`src/design/assert_macros.svh`:
```
`ifndef ASSERT_MACROS_SVH
`define ASSERT_MACROS_SVH

// check that cons holds in the same cycle as ante
`define CHK_IMPLY(label, ante, cons, msg) \
    label: assert property (@(posedge i_clk) disable iff (!i_rst_n) (ante) |-> (cons)) \
        else $error(msg);

// check that cons holds in the cycle after ante
`define CHK_NEXT(label, ante, cons, msg) \
    label: assert property (@(posedge i_clk) disable iff (!i_rst_n) (ante) |=> (cons)) \
        else $error(msg);

`endif

```
`src/design/mtcu_pkg.sv`:
```
package mtcu_pkg;

    localparam int ITEM_W = 136;
    localparam int RES_W  = 224;

    localparam int ALIGN_BYTES = 4;
    localparam logic [31:0] ALIGN_MASK = 32'(ALIGN_BYTES - 1);

    localparam logic [31:0] MPP_BITS      = 32'h0000_1800;
    localparam logic [31:0] ILLEGAL_CAUSE = 32'd2;

    localparam logic [31:0] CAUSE_IRQ      = 32'h8000_0000;
    localparam logic [3:0]  IRQ_CODE_SW    = 4'd3;
    localparam logic [3:0]  IRQ_CODE_TIMER = 4'd7;
    localparam logic [3:0]  IRQ_CODE_EXT   = 4'd11;

    typedef enum logic [3:0] {
        ACT_LINES     = 4'd0,
        ACT_TICK      = 4'd1,
        ACT_COMMIT    = 4'd2,
        ACT_EXCEPTION = 4'd3,
        ACT_POLL      = 4'd4,
        ACT_MRET      = 4'd5,
        ACT_CSR       = 4'd6,
        ACT_WFI       = 4'd7,
        ACT_START     = 4'd8
    } t_action;

    typedef enum logic [2:0] {
        ST_DONE      = 3'd0,
        ST_TRAP      = 3'd1,
        ST_NONE      = 3'd2,
        ST_SLEEP     = 3'd3,
        ST_BAD_ENTRY = 3'd4
    } t_status;

    typedef enum logic [1:0] {
        OP_REPLACE = 2'd0,
        OP_SET     = 2'd1,
        OP_CLEAR   = 2'd2
    } t_csr_op;

    localparam logic [11:0] CSR_MSTATUS   = 12'h300;
    localparam logic [11:0] CSR_MISA      = 12'h301;
    localparam logic [11:0] CSR_MIE       = 12'h304;
    localparam logic [11:0] CSR_MTVEC     = 12'h305;
    localparam logic [11:0] CSR_MSTATUSH  = 12'h310;
    localparam logic [11:0] CSR_MCNTINH   = 12'h320;
    localparam logic [11:0] CSR_HPMEVT_LO = 12'h323;
    localparam logic [11:0] CSR_HPMEVT_HI = 12'h33F;
    localparam logic [11:0] CSR_MSCRATCH  = 12'h340;
    localparam logic [11:0] CSR_MEPC      = 12'h341;
    localparam logic [11:0] CSR_MCAUSE    = 12'h342;
    localparam logic [11:0] CSR_MTVAL     = 12'h343;
    localparam logic [11:0] CSR_MIP       = 12'h344;
    localparam logic [11:0] CSR_MCYCLE    = 12'hB00;
    localparam logic [11:0] CSR_MINSTRET  = 12'hB02;
    localparam logic [11:0] CSR_HPMCL_LO  = 12'hB03;
    localparam logic [11:0] CSR_HPMCL_HI  = 12'hB1F;
    localparam logic [11:0] CSR_MCYCLEH   = 12'hB80;
    localparam logic [11:0] CSR_MINSTRETH = 12'hB82;
    localparam logic [11:0] CSR_HPMCH_LO  = 12'hB83;
    localparam logic [11:0] CSR_HPMCH_HI  = 12'hB9F;
    localparam logic [11:0] CSR_ID_LO     = 12'hF11;
    localparam logic [11:0] CSR_ID_HI     = 12'hF15;

    // architectural state; ie: bit0 MIE, bit1 MPIE; irq bits: sw, timer, ext
    typedef struct packed {
        logic [31:0] pc;
        logic [1:0]  ie;
        logic [2:0]  irq_en;
        logic [2:0]  irq_pend;
        logic [31:0] mtvec;
        logic [31:0] mepc;
        logic [31:0] mcause;
        logic [31:0] mtval;
        logic [31:0] mscratch;
        logic [1:0]  inhibit;
        logic [63:0] cycle;
        logic [63:0] instret;
        logic [63:0] retired;
        logic        wfi_wait;
    } t_state;

    typedef struct packed {
        logic        known;
        logic [31:0] data;
    } t_csr_rd;

    typedef struct packed {
        logic        count_retire;
        logic [2:0]  irq_lines;
        logic [15:0] elapsed;
        logic        csr_write;
        logic [31:0] csr_source;
        logic [1:0]  csr_op;
        logic [11:0] csr_addr;
        logic [31:0] trap_value;
        logic [4:0]  exc_cause;
        logic [31:0] next_pc;
    } t_item;

    typedef struct packed {
        logic [63:0] retired_count;
        logic [31:0] csr_read_data;
        logic [31:0] trap_value_out;
        logic [31:0] trap_cause_out;
        logic [31:0] new_pc;
        logic [31:0] old_pc;
    } t_result;

    function automatic logic [31:0] irq_to_csr(input logic [2:0] b);
        logic [31:0] v;
        v = '0;
        v[3]  = b[0];
        v[7]  = b[1];
        v[11] = b[2];
        return v;
    endfunction

endpackage

```
`src/design/machine_trap_csr_unit.sv`:
```
// A transaction passes through the input register, then the result register, to its result.
// Throughput: one transaction per cycle unless m_axis_tready stalls; state updates in the same
// cycle as the result register loads, so each transaction sees the state left by the one before it.
// Reset (i_rst_n low, synchronous): all architectural state and both valid flags clear;
// no clearing pass, transactions are taken in the first cycle after reset.
`include "assert_macros.svh"

module machine_trap_csr_unit (
    input  logic                          i_clk,
    input  logic                          i_rst_n,
    input  logic                          s_axis_tvalid,
    output logic                          s_axis_tready,
    // next_pc, exc_cause, trap_value, csr_addr, csr_op, csr_source, csr_write,
    // elapsed, irq_lines, count_retire
    input  logic [mtcu_pkg::ITEM_W-1:0]   s_axis_tdata,
    // action
    input  logic [3:0]                    s_axis_tuser,
    output logic                          m_axis_tvalid,
    input  logic                          m_axis_tready,
    // old_pc, new_pc, trap_cause_out, trap_value_out, csr_read_data, retired_count
    output logic [mtcu_pkg::RES_W-1:0]    m_axis_tdata,
    // status
    output logic [2:0]                    m_axis_tuser
);
    import mtcu_pkg::*;

    logic        r_in_valid;
    t_item       r_in_item;
    logic [3:0]  r_in_action;
    logic        r_out_valid;
    t_result     r_out_data;
    t_status     r_out_status;
    t_state      r_state;

    t_state      n_state;
    t_result     n_result;
    t_status     n_status;
    t_csr_rd     w_rd;
    logic        w_proc;
    logic        w_commit;
    logic [31:0] w_commit_pc;
    logic        w_commit_cnt;
    logic        w_trap;
    logic [31:0] w_trap_cause;
    logic [31:0] w_trap_val;
    logic        w_store;
    logic [31:0] w_csr_val;
    logic [2:0]  w_irq;

    assign w_proc        = r_in_valid && (!r_out_valid || m_axis_tready);
    assign s_axis_tready = !r_in_valid || w_proc;
    assign m_axis_tvalid = r_out_valid;
    assign m_axis_tdata  = r_out_data;
    assign m_axis_tuser  = r_out_status;

    mtcu_csr_read u_csr_read (
        .i_state (r_state),
        .i_addr  (r_in_item.csr_addr),
        .o_rd    (w_rd)
    );

    always_comb begin
        n_state      = r_state;
        n_status     = ST_NONE;
        n_result     = '0;
        w_commit     = 1'b0;
        w_commit_pc  = r_in_item.next_pc;
        w_commit_cnt = 1'b1;
        w_trap       = 1'b0;
        w_trap_cause = '0;
        w_trap_val   = '0;
        w_store      = 1'b0;
        w_irq        = r_state.irq_pend & r_state.irq_en;

        case (r_in_item.csr_op)
            OP_REPLACE: w_csr_val = r_in_item.csr_source;
            OP_SET:     w_csr_val = w_rd.data | r_in_item.csr_source;
            default:    w_csr_val = w_rd.data & ~r_in_item.csr_source;
        endcase

        case (r_in_action)
            ACT_LINES: n_state.irq_pend = r_in_item.irq_lines;
            ACT_TICK: begin
                if (!r_state.inhibit[0]) begin
                    n_state.cycle = r_state.cycle + 64'(r_in_item.elapsed);
                end
            end
            ACT_COMMIT: begin
                w_commit     = 1'b1;
                w_commit_cnt = r_in_item.count_retire;
                n_status     = ST_DONE;
            end
            ACT_EXCEPTION: begin
                w_trap       = 1'b1;
                w_trap_cause = 32'(r_in_item.exc_cause);
                w_trap_val   = r_in_item.trap_value;
            end
            ACT_POLL: begin
                if (w_irq != 3'b000) begin
                    n_state.wfi_wait = 1'b0;
                end
                if (w_irq != 3'b000 && r_state.ie[0]) begin
                    w_trap          = 1'b1;
                    w_trap_cause    = CAUSE_IRQ;
                    w_trap_cause[3:0] = w_irq[2] ? IRQ_CODE_EXT :
                                        (w_irq[0] ? IRQ_CODE_SW : IRQ_CODE_TIMER);
                end else begin
                    n_status = (w_irq == 3'b000 && r_state.wfi_wait) ? ST_SLEEP : ST_NONE;
                end
            end
            ACT_MRET: begin
                n_state.ie  = {1'b1, r_state.ie[1]};
                w_commit    = 1'b1;
                w_commit_pc = r_state.mepc;
                n_status    = ST_DONE;
            end
            ACT_CSR: begin
                if (!w_rd.known || (r_in_item.csr_write && r_in_item.csr_addr[11:10] == 2'b11))
                begin
                    w_trap       = 1'b1;
                    w_trap_cause = ILLEGAL_CAUSE;
                    w_trap_val   = r_in_item.trap_value;
                end else begin
                    w_commit     = 1'b1;
                    w_commit_cnt = !(r_in_item.csr_write &&
                                     (r_in_item.csr_addr == CSR_MINSTRET ||
                                      r_in_item.csr_addr == CSR_MINSTRETH));
                    w_store      = r_in_item.csr_write;
                    n_result.csr_read_data = w_rd.data;
                    n_status     = ST_DONE;
                end
            end
            ACT_WFI: begin
                n_state.wfi_wait = 1'b1;
                w_commit         = 1'b1;
                n_status         = ST_DONE;
            end
            ACT_START: begin
                if ((r_in_item.next_pc & ALIGN_MASK) != 32'd0) begin
                    n_status = ST_BAD_ENTRY;
                end else begin
                    n_state.pc       = r_in_item.next_pc;
                    n_state.wfi_wait = 1'b0;
                    n_status         = ST_DONE;
                end
            end
            default: n_status = ST_NONE;
        endcase

        if (w_commit) begin
            n_state.pc      = w_commit_pc;
            n_state.retired = r_state.retired + 64'd1;
            if (w_commit_cnt && !r_state.inhibit[1]) begin
                n_state.instret = r_state.instret + 64'd1;
            end
        end

        if (w_store) begin
            case (r_in_item.csr_addr)
                CSR_MSTATUS:   n_state.ie = {w_csr_val[7], w_csr_val[3]};
                CSR_MIE:       n_state.irq_en = {w_csr_val[11], w_csr_val[7], w_csr_val[3]};
                CSR_MTVEC:     n_state.mtvec = {w_csr_val[31:2], 1'b0,
                                                w_csr_val[1:0] == 2'b01};
                CSR_MCNTINH:   n_state.inhibit = {w_csr_val[2], w_csr_val[0]};
                CSR_MSCRATCH:  n_state.mscratch = w_csr_val;
                CSR_MEPC:      n_state.mepc = w_csr_val & ~ALIGN_MASK;
                CSR_MCAUSE:    n_state.mcause = w_csr_val;
                CSR_MTVAL:     n_state.mtval = w_csr_val;
                CSR_MCYCLE:    n_state.cycle[31:0] = w_csr_val;
                CSR_MCYCLEH:   n_state.cycle[63:32] = w_csr_val;
                CSR_MINSTRET:  n_state.instret[31:0] = w_csr_val;
                CSR_MINSTRETH: n_state.instret[63:32] = w_csr_val;
                default:       n_state.mscratch = r_state.mscratch;
            endcase
        end

        if (w_trap) begin
            n_state.mepc     = r_state.pc;
            n_state.mcause   = w_trap_cause;
            n_state.mtval    = w_trap_val;
            n_state.ie       = {r_state.ie[0], 1'b0};
            n_state.wfi_wait = 1'b0;
            n_state.pc       = {r_state.mtvec[31:2], 2'b00} +
                               ((w_trap_cause[31] && r_state.mtvec[1:0] == 2'b01) ?
                                {w_trap_cause[29:0], 2'b00} : 32'd0);
            n_result.trap_cause_out = w_trap_cause;
            n_result.trap_value_out = w_trap_val;
            n_status         = ST_TRAP;
        end

        n_result.old_pc        = r_state.pc;
        n_result.new_pc        = n_state.pc;
        n_result.retired_count = n_state.retired;
    end

    always_ff @(posedge i_clk) begin
        if (!i_rst_n) begin
            r_in_valid  <= 1'b0;
            r_out_valid <= 1'b0;
            r_state     <= '0;
        end else begin
            if (s_axis_tvalid && s_axis_tready) begin
                r_in_valid <= 1'b1;
            end else if (w_proc) begin
                r_in_valid <= 1'b0;
            end
            if (w_proc) begin
                r_out_valid <= 1'b1;
                r_state     <= n_state;
            end else if (m_axis_tready) begin
                r_out_valid <= 1'b0;
            end
        end
    end

    always_ff @(posedge i_clk) begin
        if (s_axis_tvalid && s_axis_tready) begin
            r_in_item   <= t_item'(s_axis_tdata);
            r_in_action <= s_axis_tuser;
        end
        if (w_proc) begin
            r_out_data   <= n_result;
            r_out_status <= n_status;
        end
    end

    `CHK_IMPLY(a_mtvec_mode, 1'b1, r_state.mtvec[1] == 1'b0, "mtvec holds a reserved mode")
    `CHK_NEXT(a_trap_wakes, w_proc && n_status == ST_TRAP, !r_state.wfi_wait, "trap left wait set")
    `CHK_NEXT(a_commit_count, w_proc && w_commit, r_state.retired == $past(r_state.retired) + 64'd1, "retire total not advanced")

endmodule

```
`src/design/mtcu_csr_read.sv`:
```
module mtcu_csr_read (
    input  mtcu_pkg::t_state  i_state,
    input  logic [11:0]       i_addr,
    output mtcu_pkg::t_csr_rd o_rd
);
    import mtcu_pkg::*;

    always_comb begin
        o_rd.known = 1'b1;
        o_rd.data  = '0;
        case (i_addr)
            CSR_MSTATUS: begin
                o_rd.data    = MPP_BITS;
                o_rd.data[3] = i_state.ie[0];
                o_rd.data[7] = i_state.ie[1];
            end
            CSR_MIE:       o_rd.data = irq_to_csr(i_state.irq_en);
            CSR_MTVEC:     o_rd.data = i_state.mtvec;
            CSR_MCNTINH: begin
                o_rd.data[0] = i_state.inhibit[0];
                o_rd.data[2] = i_state.inhibit[1];
            end
            CSR_MSCRATCH:  o_rd.data = i_state.mscratch;
            CSR_MEPC:      o_rd.data = i_state.mepc;
            CSR_MCAUSE:    o_rd.data = i_state.mcause;
            CSR_MTVAL:     o_rd.data = i_state.mtval;
            CSR_MIP:       o_rd.data = irq_to_csr(i_state.irq_pend);
            CSR_MCYCLE:    o_rd.data = i_state.cycle[31:0];
            CSR_MCYCLEH:   o_rd.data = i_state.cycle[63:32];
            CSR_MINSTRET:  o_rd.data = i_state.instret[31:0];
            CSR_MINSTRETH: o_rd.data = i_state.instret[63:32];
            default: begin
                o_rd.known = i_addr inside {CSR_MISA, CSR_MSTATUSH,
                                            [CSR_HPMEVT_LO:CSR_HPMEVT_HI],
                                            [CSR_HPMCL_LO:CSR_HPMCL_HI],
                                            [CSR_HPMCH_LO:CSR_HPMCH_HI],
                                            [CSR_ID_LO:CSR_ID_HI]};
            end
        endcase
    end

endmodule
```
`config.mk`:
```
export PLATFORM = sky130hd
export DESIGN_NAME = machine_trap_csr_unit
export DESIGN_NICKNAME = d
export VERILOG_FILES = /design/src/design/mtcu_pkg.sv /design/src/design/machine_trap_csr_unit.sv /design/src/design/mtcu_csr_read.sv
export VERILOG_INCLUDE_DIRS = /design/src /design/src/design
export SDC_FILE = /design/constraint.sdc
export NUM_CORES = 2
export LEC_CHECK = 0
export ABC_AREA = 1
export BUFFER_PORTS_ARGS = -buffer_cell sky130_fd_sc_hd__buf_2
export CAP_MARGIN = 20
export CORE_MARGIN = 1
export CORE_UTILIZATION = 50
export CTS_CLUSTER_DIAMETER = 200
export DETAILED_ROUTE_END_ITERATION = 16
export GPL_TIMING_DRIVEN = 0
export MAX_ROUTING_LAYER = met4
export PLACE_DENSITY = 0.66
export REMOVE_ABC_BUFFERS = 1
export SETUP_SLACK_MARGIN = 0.15
export SYNTH_ARGS = -nofsm -noshare
export SYNTH_HDL_FRONTEND = slang
export SYNTH_SLANG_ARGS = --single-unit
```
`constraint.sdc`:
```
create_clock -name i_clk -period 18.95 [get_ports i_clk]
set_clock_uncertainty 0.05 [all_clocks]
set_input_delay 0.9475 -clock i_clk [delete_from_list [all_inputs] [get_ports i_clk]]
set_output_delay 0.9475 -clock i_clk [all_outputs]
set_load 0.02 [all_outputs]
```
# == Yosys cells after proc, flatten, opt, wreduce, memory -nomap -nowiden ==
# Index checks and enable logic that the tools add are counted.
# word_totals
output_inout_bits,229
in_bits,144
regBits,763
# op_classes
n_reduce_logical,46
bitwise_logic,5
n_eq_ne,28
n_addsub,4
muxes,60
n_lt_le_gt_ge,8
# ops
cell,n
$mux W32,15
$pmux W29 S12,1
$mux W258,1
$mux W64,3
$eq A12 B10 Y1 const B,11
$add A64 B1 Y64 const B,2
$mux W128,1
$pmux W32 S2,2
$mux W96,1
$pmux W32 S3,1
$add A64 B16 Y64,1
$eq A12 B12 Y1 const B,4
$ge A12 B12 Y1 const B,3
$le A12 B12 Y1 const B,3
$mux W34,1
$add A32 B32 Y32,1
$and A32 B32 Y32,1
$not A32 Y32,1
$or A32 B32 Y32,1
$reduce_bool A32 Y1,1
$reduce_and A3 Y1,7
$pmux W1 S10,2
$eq A4 B3 Y1 const B,4
$mux W1,16
other kinds (33),67

# == Depth between registers and ports, before layout ==
# depth
depth_word,14
depth_mapped,22
mapped_depth_nobuf,22

# == By module ==
# From an unflattened synthesis, not the netlist that was laid out.
# hier_totals
cells_unflattened,5342
area_unflattened_um2,39557.9
# modules_own_cells
mod,area_per_inst_um2,instances,cells_each
machine_trap_csr_unit,36401.2,1,4619
mtcu_csr_read,3156.8,1,723

# == Least setup slack after synthesis ==
# Ideal clock, no wire load.
# synth_path
kind,input port to flip-flop
from,in m_axis_tready
to,reg r_state (netlist bit n_result[0])
setup_slack_ns,11.049
arrival_time_ns,7.465
stages,7
t_required_ns,18.514
path_cell_list,inv_1 > nand2_1 > nand2_1 > inv_2 > clkbuf_1 > clkbuf_1 > a21oi_1
# synth_between
elab_chain_len,2
# synth_rtl
element,line_no,rtl
start: declaration,machine_trap_csr_unit.sv:19,"input logic m_axis_tready,"
$logic_or A1 B1 Y1,machine_trap_csr_unit.sv:50,assign w_proc = r_in_valid && (!r_out_valid || m_axis_tready);
$logic_and A1 B1 Y1,machine_trap_csr_unit.sv:50,
named net w_proc,machine_trap_csr_unit.sv:39,logic w_proc;
end signal: assignment,machine_trap_csr_unit.sv:209,r_state <= n_state;
end: declaration,machine_trap_csr_unit.sv:33,t_state r_state;
# The timed path passes the listed nets, and every way through them passes these cells.
# A chain may end at the register's enable or synchronous reset.

# == Worst setup path in the final report ==
# layout_path
from,reg r_in_item[80] (netlist name)
to,reg r_state[279] (netlist name)
# layout_between
elab_chain_len,10
# layout_rtl
element,line_no,rtl
start: declaration,machine_trap_csr_unit.sv:28,t_item r_in_item;
start signal: assignment,machine_trap_csr_unit.sv:218,r_in_item <= t_item'(s_axis_tdata);
$ge A12 B10 Y1 (tied with other cells),mtcu_csr_read.sv:33,"o_rd.known = i_addr inside {CSR_MISA, CSR_MSTATUSH,"
$logic_and A1 B1 Y1,mtcu_csr_read.sv:33,
$reduce_bool A6 Y1,mtcu_csr_read.sv:33,
$mux W1,mtcu_csr_read.sv:11,case (i_addr)
$logic_not A1 Y1,machine_trap_csr_unit.sv:118,if (!w_rd.known || (r_in_item.csr_write && r_in_item.csr_addr[11:10] == 2'b11))
$logic_or A1 B1 Y1,machine_trap_csr_unit.sv:118,
$mux W1,machine_trap_csr_unit.sv:118,
$pmux W1 S3 / $mux W1 (equally long branches),machine_trap_csr_unit.sv:81,case (r_in_action)
$reduce_bool A2 Y1 (no source line),--,
$reduce_and A3 Y1 (no source line),--,
# Several ways; a longest one is shown, not always the timed one. The select of a mux whose other input is x is not followed.

==> metrics.md <==
| Metric | Value |
|---|---|
| Pwr Total | 3.72 mW |
| Slowest CP cell | nand2_2 |
| # rows | 105 |
| Reg area | 18,200 µm² |
| Core area | 82,100 µm² |
| GRT overflow | 0 |
| Num Clock Sinks | 737 |
| Largest net degree at the start of global routing | 132 |
| Status | finished, violations left |
| Ys flop type | dfxtp_1 |
| Cell Count, Final, Fillers Out | 7,268 |
| Area grow syn2layout | 13.0% |
| Most common cell in the synthesized netlist | nand2_1 |
| CTS tree | built |
| Post-Synthesis Cells | 5,937 |
| TritonCTS buffer count | 83 |
| Clk slew on worst S/H paths | 60 ps |
| Fin worst setup slack | 13,030 ps |
| Min Tclk post-route | 5920 ps |
| RSZ-0062 raised after global routing | false |
| Total wire length | 164 mm |
| Via/cell ratio | 5.64 |
| Startpoint types | flop |
| Routed vias | 40,960 |
| Final Hold Violating Endpoints | 0 |
| P per Cell Area | 79.3 nW/µm² |
| Delay-heaviest family, CP | simple AND/OR/NAND/NOR gates |
| Synth Register Bits | 737 |
| WP data arrival | 6470 ps |
| Synth warn | 0 |
| Worst-path cell chain | nor2_1 > nand2_2 > nor2_1 > o21ai_1 > nand2_1 > inv_1 > nand2_1 > nor2_1 > nand2_4 > nand2_1 > nand2_2 > nand3_4 > nand2_2 > nand2_2 > inv_2 > nor2_1 > nor2_1 |
| Leakage | 19.9 nW |
| HPWL after DPL | 123 mm |
| Worst hold path type | reg2reg |
| Fillers | 7,883 |
| Die Span X | 290 µm |
| Top cell type's share of synthesized area | 24.7% |
| Largest area contributor in the netlist | edfxtp_1 |
| Critical path peak fanout | 46 |
| Synth Area per Inst | 6.99 µm² |
| EDFF count, synth | 341 |
| Root Driver | clkbuf_16 |
| Sequential-to-total area share from yosys stat | 43.8% |
| Vias in the first global route | 37,029 |
| Post-CTS setup repair buffer count | 0 |
| Initial Util | 50.5% |
| Cts repair resizes | 0 |
| Final Setup Violations | 0 |
| Async set or reset register ratio after synthesis | 0% |
| Final Max Tran Viols | 11 |
| Final setup TNS | 0 ps |
| Max frequency | 169 MHz |
| Worst-skew pair later-pin latency | 680 ps |
| Fin crit share | 31.2% |
| Gr usage total | 39.1% |
| Max Cap Viol | 0 |
| Synth cell count leaders | 1,593 x nand2_1, 746 x nor2_1, 656 x inv_1 |
| Setup crit end kind | flop |
| Dpl cells | 7,107 |
| WP buf/inv | 2 |
| Final instance area | 46,900 µm² |
| Die footprint | 84,200 µm² |
| Layout cells sized above 1 | 9.51% |
| Clk buf depth | 3 |
| CP max stage delay | 990 ps |
| Number of port buffers | 346 |
| Initial antenna violation count | 5 |
| Kind of critical path | reg2reg |
| Worst-Margin Slew | 1510 ps |
| DP Area | 44,200 µm² |
| Post-place setup slack | 13,210 ps |
| Post-synth cell types | 46 |
| WL/cell | 22.5 µm |
| First DRT Iteration DRCs | 4,710 |
| H-tree depth | 3 |
| VDD IR-drop max | 82.1 µV |
| # IOs | 373 |
| # hold bufs at CTS | 0 |
| Synth area leaders | edfxtp_1 25%, dfxtp_1 19%, nand2_1 14%, nor2_1 6.7%, o21ai_0 6.1% |
| Drt pass-1 iters | 8 |
| Most used cell, CP | nor2_1 |
| # nets final | 6,291 |
| WP data required | 19,500 ps |
| Multi-input gate area | 19,600 µm² |
| ANT nets after route | 0 |
| DRC errors left | 0 |
| Global placer's final weighted congestion | 1.03 |
| Die H | 290 µm |
| Slew margin rel. | -0.698% |
| Failing checks | slew limit |
| Global-route wire length before repair | 240 mm |
| Post-Syn Area | 41,500 µm² |
[layout by cell type (no fill, tap or decap), types with 150 or more instances in the layout]
master and instances:
nand2_1 1586, nor2_1 740, inv_1 653, o21ai_0 502, nand3_1 450, dfxtp_1 396, a21oi_1 360, buf_2 346
edfxtp_1 341, xor2_1 150
[metrics by stage]
step	util [%]	hold slack [ps]
2_1_floorplan	-	358
3_3_place_gp	52.7	363
3_5_place_dp	53.8	364
4_1_cts	57.1	363
5_1_grt	57.1	376
6_report	57.1	377
[cell type report]
type | count | area share [%]
tap | 1070 | 2.85
clock buffer | 113 | 4.86
multi-input combinational | 4246 | 41.9
timing repair buffer | 382 | 5.28
antenna | 5 | 0.0267
inverter | 672 | 5.43
sequential | 737 | 38.7
clock inverter | 43 | 0.947
[layer usage]
layer | up-vias | track usage [%] | wire length, µm | part of all wire [%]
met5 | - | - | 0 | 0
met4 | 0 | 18.5 | 8640 | 5.3
met3 | 347 | 6.66 | 14500 | 8.8
met2 | 2022 | 59.7 | 73300 | 45
met1 | 19014 | 50.5 | 67300 | 41
li1 | 19577 | - | - | -
[logic make-up (layout without fill, tap and decap cells)]
family                     count (synthesis)  after routing  share of synthesized area, %
buffers and inverters                    980           1210                          9.38
AOI/OAI and AO/OA                        975            975                          12.1
other                                      1             32                       0.00904
xor gates and xnor gates                 165            165                          3.48
DFF                                      737            737                          43.8
muxes                                      2              2                        0.0482
and+or+nand+nor                         3052           3052                          30.4
adders and majority gates                 25             25                         0.790
[registers in the layout (all words and copies together) (netlist names)]
register / flops
m_axis_tuser: 3
r_in_item: 136
r_in_action: 4
r_in_valid: 1
n_result: 32
r_state: 362
m_axis_tvalid: 1
m_axis_tdata: 198
[worst paths after layout]
kind	startpoint	to	slack, ps	depth (start not counted)
max	r_in_item[80]	r_state[279]	13030	17
min	n_result[4]	m_axis_tdata[4]	380	0
max reg2reg	r_in_item[80]	r_state[279]	13030	17
min reg2reg	n_result[4]	m_axis_tdata[4]	380	0
[power by group]
group | internal, mW | switching, mW | total, mW | leakage, nW
clock network | 0.933 | 0.696 | 1.63 | 1.32
registers | 1.73 | 0.0348 | 1.77 | 6.49
logic | 0.0870 | 0.234 | 0.321 | 12.1
total | 2.76 | 0.966 | 3.72 | 19.9
(Power assumes the default switching activity.)
